--- src/design/plate_ball_filter_pid_assert.svh ---
// ----------------------------------------------------------------------------
// Assertion macros for the plate ball filter PID block.
// Concurrent checks clocked on the block clock and disabled during reset.
// ----------------------------------------------------------------------------
`ifndef PLATE_BALL_FILTER_PID_ASSERT_SVH
`define PLATE_BALL_FILTER_PID_ASSERT_SVH

// The consequent must hold in the same cycle as the antecedent.
`define PBF_ASSERT_NOW(label, clk, rst_n, ante, cons) \
    label: assert property (@(posedge clk) disable iff (!rst_n) (ante) |-> (cons)) \
        else $error("plate ball filter pid: same-cycle check failed");

// The consequent must hold in the cycle after the antecedent.
`define PBF_ASSERT_NEXT(label, clk, rst_n, ante, cons) \
    label: assert property (@(posedge clk) disable iff (!rst_n) (ante) |=> (cons)) \
        else $error("plate ball filter pid: next-cycle check failed");

`endif

--- src/design/pbf_pkg.sv ---
// ----------------------------------------------------------------------------
// pbf_pkg
// Shared types and fixed constants of the plate ball filter PID block.
// ----------------------------------------------------------------------------
`timescale 1ns / 1ps
`default_nettype none

package pbf_pkg;

    // Configuration port.
    localparam int CFG_IDX_W  = 3;
    localparam int CFG_DATA_W = 24;

    localparam logic [CFG_IDX_W-1:0] REG_GAIN_P_X   = 3'd0;
    localparam logic [CFG_IDX_W-1:0] REG_GAIN_I_X   = 3'd1;
    localparam logic [CFG_IDX_W-1:0] REG_GAIN_D_X   = 3'd2;
    localparam logic [CFG_IDX_W-1:0] REG_GAIN_P_Y   = 3'd3;
    localparam logic [CFG_IDX_W-1:0] REG_GAIN_I_Y   = 3'd4;
    localparam logic [CFG_IDX_W-1:0] REG_GAIN_D_Y   = 3'd5;
    localparam logic [CFG_IDX_W-1:0] REG_LOSS_CUTOFF = 3'd6;
    localparam logic [CFG_IDX_W-1:0] REG_MAX_STEP   = 3'd7;

    // Register widths and reset values.
    localparam int GAIN_W  = 24;
    localparam int LOSS_W  = 8;
    localparam int STEP_W  = 8;

    localparam logic [GAIN_W-1:0] GAIN_P_RST = 24'd32768;
    localparam logic [GAIN_W-1:0] GAIN_I_RST = 24'd655;
    localparam logic [GAIN_W-1:0] GAIN_D_RST = 24'd14417920;
    localparam logic [LOSS_W-1:0] LOSS_CUTOFF_RST = 8'd30;
    localparam logic [STEP_W-1:0] MAX_STEP_RST    = 8'd4;

    // Arithmetic formats.
    localparam int GAIN_FRAC     = 16;
    localparam int INTEG_W       = 32;
    localparam int ITERM_LIM_EXP = 40;
    localparam int SPIKE_W       = 10;
    localparam int TILT_W        = 11;
    localparam int PID_W         = 13;
    localparam int PHASE_W       = 3;

    // Ball loss window on the raw samples.
    localparam int LOSS_X_LOW  = -120;
    localparam int LOSS_Y_HIGH = 100;

    // Per-axis control derived from the loss and presence decision.
    typedef struct packed {
        logic step;     // item accepted, state may change
        logic zero;     // ball declared lost: clear coordinate and integral
        logic acquire;  // ball found again: jump to the raw sample
        logic filter;   // ball present and sample good: spike filter
        logic track;    // ball present after this item: run PID update
        logic vel_upd;  // velocity update tick
    } t_axis_ctl;

endpackage

`default_nettype wire

--- src/design/pbf_axis.sv ---
// ----------------------------------------------------------------------------
// pbf_axis
// Per-axis position filter and PID state update: spike filter, offset,
// integral and decimated velocity.
// ----------------------------------------------------------------------------
`timescale 1ns / 1ps
`default_nettype none

module pbf_axis
    import pbf_pkg::*;
#(
    parameter int SAMPLE_BITS = 12,
    parameter int FRAC_BITS   = 8,
    parameter int VEL_PERIOD  = 3
) (
    input  wire                                    i_clk,
    input  wire                                    i_rst_n,
    input  wire  t_axis_ctl                        i_ctl,
    input  wire  [SAMPLE_BITS-1:0]                 i_raw,
    input  wire  [SAMPLE_BITS-1:0]                 i_target,
    input  wire  [STEP_W-1:0]                      i_max_step,
    output logic signed [SAMPLE_BITS+FRAC_BITS-1:0] o_coord,
    output logic signed [SAMPLE_BITS+FRAC_BITS:0]   o_offset,
    output logic signed [SAMPLE_BITS+FRAC_BITS+1:0] o_velocity,
    output logic signed [INTEG_W-1:0]               o_integral
);

    localparam int CW   = SAMPLE_BITS + FRAC_BITS;
    localparam int OW   = CW + 1;
    localparam int VW   = CW + 2;
    localparam int VS   = VW + 3;
    localparam int MW   = SAMPLE_BITS + 1;
    localparam int LW   = STEP_W + SPIKE_W;
    localparam int CMPW = (MW > LW) ? MW : LW;
    localparam int IS   = INTEG_W + FRAC_BITS + 1;
    localparam longint unsigned VMUL_L =
        ((64'd1 << VS) + 64'(VEL_PERIOD) - 64'd1) / 64'(VEL_PERIOD);
    localparam logic [VS:0] VMUL = (VS + 1)'(VMUL_L);
    localparam logic [SPIKE_W-1:0] SPIKE_MAX = '1;

    logic signed [CW-1:0]      r_coord, n_coord;
    logic signed [CW-1:0]      r_kept, n_kept;
    logic [SPIKE_W-1:0]        r_spike, n_spike;
    logic signed [OW-1:0]      r_offset, n_offset;
    logic signed [OW-1:0]      r_kept_off;
    logic signed [VW-1:0]      r_velocity, n_velocity;
    logic signed [INTEG_W-1:0] r_integral, n_integral;

    logic signed [CW-1:0]      raw_fx, tgt_fx;
    logic signed [CW:0]        diff, avg_sum, avg_adj;
    logic [CW:0]               diff_mag;
    logic [CMPW-1:0]           mag, limit;
    logic                      is_spike;
    logic signed [CW-1:0]      avg;
    logic signed [IS-1:0]      isum, iq;
    logic                      iround;
    logic signed [VW-1:0]      vdiff;
    logic [VW-1:0]             vmag, vq;
    logic [VW+VS:0]            vprod;

    assign raw_fx = $signed({i_raw, {FRAC_BITS{1'b0}}});
    assign tgt_fx = $signed({i_target, {FRAC_BITS{1'b0}}});

    // Spike test against the last kept coordinate.
    assign diff     = (CW + 1)'(raw_fx) - (CW + 1)'(r_kept);
    assign diff_mag = diff[CW] ? (CW + 1)'(-diff) : (CW + 1)'(diff);
    assign mag      = CMPW'(diff_mag[CW:FRAC_BITS]);
    assign limit    = CMPW'(i_max_step) * CMPW'(r_spike);
    assign is_spike = mag > limit;

    // Average with the kept coordinate, rounded toward zero.
    assign avg_sum = (CW + 1)'(raw_fx) + (CW + 1)'(r_kept);
    assign avg_adj = avg_sum + $signed({{CW{1'b0}}, avg_sum[CW]});
    assign avg     = avg_adj[CW:1];

    always_comb begin
        n_coord = r_coord;
        n_kept  = r_kept;
        n_spike = r_spike;
        if (i_ctl.zero) begin
            n_coord = '0;
        end else if (i_ctl.acquire) begin
            n_coord = raw_fx;
            n_kept  = raw_fx;
        end else if (i_ctl.filter) begin
            if (is_spike) begin
                n_coord = r_kept;
                n_spike = (r_spike == SPIKE_MAX) ? r_spike : r_spike + 1'b1;
            end else begin
                n_coord = avg;
                n_kept  = avg;
                n_spike = SPIKE_W'(1);
            end
        end
    end

    assign n_offset = OW'(n_coord) - OW'(tgt_fx);

    // Integral in whole units; the fractional part of the sum is dropped
    // toward zero, then the sum saturates to 32 bits.
    assign isum   = (IS'(r_integral) <<< FRAC_BITS) + IS'(n_offset);
    assign iround = isum[IS-1] && (|isum[FRAC_BITS-1:0]);
    assign iq     = (isum >>> FRAC_BITS) + $signed({{(IS-1){1'b0}}, iround});

    always_comb begin
        if ((&iq[IS-1:INTEG_W-1]) || !(|iq[IS-1:INTEG_W-1])) begin
            n_integral = iq[INTEG_W-1:0];
        end else if (iq[IS-1]) begin
            n_integral = {1'b1, {(INTEG_W-1){1'b0}}};
        end else begin
            n_integral = {1'b0, {(INTEG_W-1){1'b1}}};
        end
    end

    // Velocity: offset change over the period, divided by the period with a
    // reciprocal multiply on the magnitude (exact for this operand width).
    assign vdiff      = VW'(n_offset) - VW'(r_kept_off);
    assign vmag       = vdiff[VW-1] ? VW'(-vdiff) : VW'(vdiff);
    assign vprod      = (VW + VS + 1)'(vmag) * (VW + VS + 1)'(VMUL);
    assign vq         = vprod[VS +: VW];
    assign n_velocity = vdiff[VW-1] ? -$signed(vq) : $signed(vq);

    always_ff @(posedge i_clk) begin
        if (!i_rst_n) begin
            r_coord    <= '0;
            r_kept     <= '0;
            r_spike    <= SPIKE_W'(1);
            r_offset   <= '0;
            r_kept_off <= '0;
            r_velocity <= '0;
            r_integral <= '0;
        end else if (i_ctl.step) begin
            r_coord <= n_coord;
            r_kept  <= n_kept;
            r_spike <= n_spike;
            if (i_ctl.zero) begin
                r_integral <= '0;
            end else if (i_ctl.track) begin
                r_integral <= n_integral;
            end
            if (i_ctl.track) begin
                r_offset <= n_offset;
                if (i_ctl.vel_upd) begin
                    r_velocity <= n_velocity;
                    r_kept_off <= n_offset;
                end
            end
        end
    end

    assign o_coord    = r_coord;
    assign o_offset   = r_offset;
    assign o_velocity = r_velocity;
    assign o_integral = r_integral;

endmodule

`default_nettype wire

--- config.mk ---
export PLATFORM = sky130hd
export DESIGN_NAME = pbf_axis
export DESIGN_NICKNAME = d
export VERILOG_FILES = /design/src/design/plate_ball_filter_pid_assert.svh /design/src/design/pbf_pkg.sv /design/src/design/pbf_axis.sv
export SDC_FILE = /design/constraint.sdc
export NUM_CORES = 1
export LEC_CHECK = 0
export BUFFER_PORTS_ARGS = -buffer_cell sky130_fd_sc_hd__buf_4
export CAP_MARGIN = 20
export CORE_MARGIN = 4
export CORE_UTILIZATION = 25
export DETAILED_ROUTE_END_ITERATION = 12
export MAX_ROUTING_LAYER = met4
export PLACE_DENSITY = 0.37
export REMOVE_ABC_BUFFERS = 1
export SLEW_MARGIN = 40
export SYNTH_ARGS = -nofsm -noshare
export SYNTH_HDL_FRONTEND = slang
export SYNTH_SLANG_ARGS = --single-unit
--- constraint.sdc ---
create_clock -name i_clk -period 24.1 [get_ports i_clk]
set_input_delay 1.205 -clock i_clk [delete_from_list [all_inputs] [get_ports i_clk]]
set_output_delay 1.205 -clock i_clk [all_outputs]
set_load 0.01 [all_outputs]
# ---- After elaboration in Yosys (flattened, before gate mapping)
# Index checks and enable logic that the tools add are counted.
dict set report op_classes {
  order_cmp 1
  reduce_logical 13
  addsub 11
  mux 15
  n_bitwise 2
  mul 2
  eq_ne 2
}
# operator n
set ops {}
lappend ops {{two-way mux 32 bit} 4}
lappend ops {{two-way mux 20 bit} 6}
lappend ops {{multiplier 22 x 24 -> 46 bit (second input constant)} 1}
lappend ops {{two-way mux 22 bit} 2}
lappend ops {{subtractor 20 x 20 -> 21 bit} 2}
lappend ops {{adder 40 x 21 -> 41 bit} 1}
lappend ops {{adder 33 x 2 -> 34 bit} 1}
lappend ops {{negation 21 -> 22 bit} 1}
lappend ops {{negation 22 bit} 1}
lappend ops {{subtractor 21 x 21 -> 22 bit} 1}
lappend ops {{adder 20 x 20 -> 21 bit} 1}
lappend ops {{adder 21 x 2 -> 21 bit} 1}
lappend ops {{two-way mux 21 bit} 1}
lappend ops {{negation 21 bit} 1}
lappend ops {{two-way mux 10 bit} 2}
lappend ops {{> comparator 13 x 18 -> 1 bit} 1}
lappend ops {{multiplier 8 x 10 -> 18 bit} 1}
lappend ops {{adder 10 x 1 -> 10 bit (second input constant)} 1}
lappend ops {{equality test 10 bit (second input constant)} 1}
lappend ops {{AND reduction 10 bit} 1}
lappend ops {{OR reduction 10 bit} 1}
lappend ops {{OR reduction 8 bit} 1}
lappend ops {{AND reduction 3 bit} 2}
lappend ops {{AND reduction 5 bit} 1}
lappend ops {{7 further kinds} 10}
dict set report word_totals {
  reg_bits 146
  elab_cells 53
  output_inout_bits 95
  inputBits 40
}

# ---- Longest topological paths before layout
dict set report depth {
  depth_word 19
  mapped_depth 84
  depth_no_buf 78
}

# ---- Worst setup path before layout
# OpenSTA, ideal clock, no wires.
dict set report synth_timing {
  kind {in2reg}
  start {input i_max_step[7]}
  end {register r_velocity[12] (netlist: o_velocity[12])}
  setup_ps 122
  t_required_ps 23978
  n_path_buf 7
  path_slack_ps 5205
  cell_stages 78
  arrival_time_ps 18773
  path_cell_list {clkbuf_1 > nand2_1 > fa_1 > fa_1 > inv_1 > fa_1 > inv_1 > fa_1 > inv_1 > ha_1 > o21a_1 > or2_2 > nand2_1 > o22ai_1 > nor2_1 > xor2_1 > ha_1 > nand3_1 > [... 42 more ...] > inv_1 > fa_1 > fa_1 > inv_1 > fa_1 > ha_1 > nand4_1 > or4_1 > clkbuf_1 > or3_1 > o221ai_2 > nor3_1 > o311a_1 > nor4_2 > and3_1 > nor2_1 > and3_1 > a311o_1}
}
dict set report synth_via {
  elab_chain_len 13
}
# item line_no
set synth_rtl {}
lappend synth_rtl {{start, declared} pbf_axis.sv:21} ;# input wire [STEP_W-1:0] i_max_step,
lappend synth_rtl {{multiplier 8 x 10 -> 18 bit *} pbf_axis.sv:68} ;# assign limit = CMPW'(i_max_step) * CMPW'(r_spike);
lappend synth_rtl {{> comparator 13 x 18 -> 1 bit *} pbf_axis.sv:69} ;# assign is_spike = mag > limit;
lappend synth_rtl {{two-way mux 20 bit *} pbf_axis.sv:86} ;# if (is_spike) begin
lappend synth_rtl {{two-way mux 20 bit *} pbf_axis.sv:85} ;# end else if (i_ctl.filter) begin
lappend synth_rtl {{two-way mux 20 bit *} pbf_axis.sv:82} ;# end else if (i_ctl.acquire) begin
lappend synth_rtl {{two-way mux 20 bit *} pbf_axis.sv:80} ;# if (i_ctl.zero) begin
lappend synth_rtl {{subtractor 20 x 20 -> 21 bit *} pbf_axis.sv:97} ;# assign n_offset = OW'(n_coord) - OW'(tgt_fx);
lappend synth_rtl {{named net n_offset[20]} pbf_axis.sv:44} ;# logic signed [OW-1:0] r_offset, n_offset;
lappend synth_rtl {{subtractor 21 x 21 -> 22 bit *} pbf_axis.sv:117} ;# assign vdiff = VW'(n_offset) - VW'(r_kept_off);
lappend synth_rtl {{negation 22 bit} pbf_axis.sv:118} ;# assign vmag = vdiff[VW-1] ? VW'(-vdiff) : VW'(vdiff);
lappend synth_rtl {{two-way mux 22 bit} pbf_axis.sv:118}
lappend synth_rtl {{multiplier 22 x 24 -> 46 bit} pbf_axis.sv:119} ;# assign vprod = (VW + VS + 1)'(vmag) * (VW + VS + 1)'(VMUL);
lappend synth_rtl {{negation 21 -> 22 bit} pbf_axis.sv:121} ;# assign n_velocity = vdiff[VW-1] ? -$signed(vq) : $signed(vq);
lappend synth_rtl {{two-way mux 22 bit *} pbf_axis.sv:121}
lappend synth_rtl {{end signal, assigned} pbf_axis.sv:144} ;# r_velocity <= n_velocity;
lappend synth_rtl {{end, declared} pbf_axis.sv:46} ;# logic signed [VW-1:0] r_velocity, n_velocity;
# Mark *: on every way through the listed nets, which the timed path passes. The rest lies on a longest branch.
# A chain may end at the register's enable or synchronous reset.

# ---- Worst setup path after layout
dict set report layout_timing {
  start {input i_max_step[7]}
  end {register r_velocity[12] (netlist: o_velocity[12])}
}
dict set report layout_via {
  elab_chain_len 13
}
# item line_no
set layout_rtl {}
lappend layout_rtl {{multiplier 8 x 10 -> 18 bit *} pbf_axis.sv:68}
lappend layout_rtl {{> comparator 13 x 18 -> 1 bit *} pbf_axis.sv:69}
lappend layout_rtl {{two-way mux 20 bit *} pbf_axis.sv:86}
lappend layout_rtl {{two-way mux 20 bit *} pbf_axis.sv:85}
lappend layout_rtl {{two-way mux 20 bit *} pbf_axis.sv:82}
lappend layout_rtl {{two-way mux 20 bit *} pbf_axis.sv:80}
lappend layout_rtl {{named net n_coord[9]} pbf_axis.sv:41} ;# logic signed [CW-1:0] r_coord, n_coord;
lappend layout_rtl {{subtractor 20 x 20 -> 21 bit *} pbf_axis.sv:97}
lappend layout_rtl {{named net n_offset[19]} pbf_axis.sv:44}
lappend layout_rtl {{subtractor 21 x 21 -> 22 bit *} pbf_axis.sv:117}
lappend layout_rtl {{negation 22 bit} pbf_axis.sv:118}
lappend layout_rtl {{two-way mux 22 bit} pbf_axis.sv:118}
lappend layout_rtl {{multiplier 22 x 24 -> 46 bit} pbf_axis.sv:119}
lappend layout_rtl {{negation 21 -> 22 bit} pbf_axis.sv:121}
lappend layout_rtl {{two-way mux 22 bit *} pbf_axis.sv:121}
# Marks and branches as above.

==> summary by stage <==
Setup path
The worst reg-to-reg setup slack is 3.73 ns. The library cell contributing the largest single delay on the critical path is or4_1. The kind of critical path is in -> reg.

The element type at the critical path start is an input pin. The kind of cell with the highest combined delay along the critical path is adder cells. Together, buffers and inverters on the worst path number 10.

The arrival time of the worst setup path is 20.96 ns. The highest net fanout along the worst path is 16. The most numerous cell type found on the critical path is fa_1.

The maximum cell stage delay along the critical path is roughly 0.73 ns. The critical path required time is approximately 24 ns. STA classifies the critical path endpoint as a register.

Clocking
The number of buffers inserted during clock tree synthesis is 17. The CTS root buffer is clkbuf_16. Buffers inserted to repair hold after CTS numbered 0. The CTS tree is yes. After clock tree synthesis, the setup repair step added 0 buffers. The clock network latency to the later pin of the worst-skew pair is 0.50 ns. The number of cells upsized or downsized after cts is 0. The clock drives 146 sinks. The count of H-tree levels built during CTS is 4.

No sink is reached through more buffers than the 2 on the longest clock path. After clock tree synthesis, the clock-pin slew on the worst setup and hold paths is 0.07 ns.

Die
The die height is 317.6 µm. The number of top-level design ports is ~140. The die area is between 0.1 and 0.15 mm².

The region available for standard cell placement spans around 0.095 mm². The row count is 113. For this configuration, the core starts out at a cell density of 0.2523.

The die is 317.6 µm wide.

Route
In the routed layout, each cell is associated on average with a via count of 4.956. The total detailed-routing wirelength is roughly 86,000 µm. The iteration-0 DRC count of the detailed router is 1,145. The average wire per standard cell is 19.59 µm.

The remaining routing DRC violations is 0. The number of iterations in the first detailed-routing pass is 6. The number of nets still failing antenna checks after routing is 0. Summing over every cut layer, the via total after detailed routing is 21,780.

STA
Setup violations remaining at the end of the flow were counted as 0. Summed over all failing endpoints, the final setup total negative slack is 0 ns. Between clock sinks in the finished design, the worst skew comes to ~0.015 ns. Setup repair after global routing left no endpoint under its margin. In the finished design, the share of the clock period the worst path needs comes to 0.8537. For the pin with the worst max-slew slack, the measured transition is around 0.84 ns. The worst path in the final design needs a cycle of 20.57 ns, including I/O delays and setup.

The worst slew margin relative to its limit is 0.4323. The maximum operating frequency is 0.04860 GHz. The number of hold violations in the final report came to 0. The count of pins over their slew limit is 0.

Hold path
The class of the most critical hold timing path is reg -> reg.

Yosys
Summed over all instances, the cell type with the most area after synthesis is ha_1. By area, the combinational part of the netlist is dominated by adder cells. Synthesis produced a netlist whose cell count is 3,048. Measured against the total synthesized area, the mux share comes to 0.01378.

Of all flip-flops after synthesis, the portion carrying an async set or reset was 0. The simple logic cell fraction of the synthesized area is 0.1970. The synthesized-area fraction occupied by ao, oa, aoi and oai cells is 0.2006. The adder and majority gate portion of the synthesized area is 0.3233. The number of synthesized flops with an enable pin is 0.

The xor/xnor cell area share of the yosys netlist is 0.06390. The Yosys warning count is 0. In this run the cell area of the synthesized design comes to 0.02397 mm². The share of the Yosys chip area taken by registers is 0.1220. For this run, the leading register cell type out of synthesis is dfxtp_1.

The commonest cells after synthesis are 390 x inv_1, 328 x ha_1, 305 x nand2_1. The area share of the largest cell type after synthesis is 0.1712. The flip-flop and latch count after synthesis is 146.

After synthesis, the cell types taking the most area are ha_1 17%, fa_1 15%, dfxtp_1 12%, inv_1 6.1%, nand2_1 4.8%. The most common cell in the netlist is inv_1. Synthesis instantiated 100 different standard cells from the library. A synthesized cell averages 7.863 µm².

Layout
The net count reported at finish is ~3,700. Of the cells placed in the final design, the portion with a size suffix greater than 1 is 0.08309. Counting the fill cells in the layout gives roughly 10,000. For this run, the number of standard cells in the final layout without fillers is 4,395. Measured on the finished design, the core utilization comes to 0.2838. The area overhead of the layout relative to synthesis is 12.52%.

Flow run
The tool flagged a number of max-cap violations equal to 0.

Place
Routability-driven placement finished with a final weighted congestion of 0.8892. Once placement completed, the tool counted placed cells totaling 4,362. Detailed placement finished with a half-perimeter wire length of 73,140 µm. The number of I/O port buffers is 134.

Global routing
The global-route usage over all layers is 0.1750. The number of antenna violations at the first check in global routing is 1. For this run the aggregate overflow at the end of global routing stands at 0.

The first-pass GRT wire length is 134,500 µm. The via count of the first global-routing pass is roughly 22,000. The pin count of the biggest net entering global routing is between 50 and 60.

Run status
The flow ran to the end, and the final reports show no timing, DRC or antenna violations.
worst min-delay path, stage by stage (launching register included):
cell     delay [ns]
dfxtp_1        0.31
nand2_1        0.05
a21oi_1        0.05
routing by layer:
layer | global-route usage | share of wire | up-vias | wire length, µm
met4 | 0.04457 | 0.022 | 0 | 1933
met3 | 0.01991 | 0.031 | 81 | 2675
li1 | - | - | 10720 | -
met1 | 0.2256 | 0.47 | 10620 | 40160
met5 | - | 0 | - | 0
met2 | 0.2927 | 0.48 | 368 | 41340
placed cells by master, fill, tap and decap left out, types with 8 or more instances in the layout:
cell type  synthesis  layout
fa_1             182     182
and3_1            29      28
a22oi_1           22      22
and2_1            95      94
nor4_1            24      23
xor2_1            58      56
or3_1             30      30
or2_2             17      17
a311oi_1          11      10
or4_1             12      12
nand2b_1          25      25
a211oi_1          38      36
nand2_1          305     304
inv_1            390     390
o21ai_0          141     140
buf_4              1     153
mux2i_1           24      23
a21o_1            44      44
o31a_1            14      14
o21a_1            35      35
o211ai_1          30      30
a21oi_1          216     216
o31ai_1           18      18
clkbuf_16          0      17
ha_1             328     328
mux2_2             8       8
nand3_1           57      57
nand4_1           37      37
nor2_1           207     206
nor2b_1           18      18
xnor2_1          115     109
nor3_1            62      62
o21bai_1          19      19
a31oi_1           23      23
dfxtp_1          146     146
a211o_1            9       9
path summary, 6_finish.rpt:
check | from | end | depth (start not counted)
setup / recovery | i_max_step[7] | o_velocity[12] | 76
hold / removal | r_kept_off[11] | r_kept_off[11] | 2
setup reg to reg | r_spike[0] | o_velocity[12] | 75
hold reg to reg | r_kept_off[11] | r_kept_off[11] | 2
metrics by stage:
stage | cell area, µm² | setup WS [ns] | hold slack (ns)
final | 26970 | 3.525 | 0.4540
after global routing | 26970 | 1.986 | 0.4792
after CTS | 26950 | 3.339 | 0.4573
after detailed placement | 26380 | 2.883 | 0.4483
after global placement | 26270 | 2.881 | 0.4433
after floorplan | 23530 | 3.780 | 0.4363
registers in the layout, summed over array words and instances (netlist names):
register and flops:
o_integral 32, o_velocity 22, o_offset 21, r_kept_off 21, o_coord 20, r_kept 20
r_spike 10
cells by family (layout without fill, tap and decap cells):
family	Yosys count	after routing
simple gates	961	961
compound gates	727	727
fa+ha+maj	510	510
buf+inv	498	579
xor+xnor	174	174
flops	146	146
mux	32	32
other cells	0	1
final cells by class:
type,count,area (µm²),area share
inverters,392,1471,0.05456
clock buffers,19,442.9,0.01642
clock inverters,13,123.9,0.004593
diodes,1,2.502,0.00009279
repair buffers,155,1181,0.04380
well taps,1265,1583,0.05869
multi-input cells,2404,19240,0.7135
flip-flops and latches,146,2923,0.1084
Power is not shown: default switching activity piles up to over one toggle a cycle in this logic, so the estimate is an artifact.
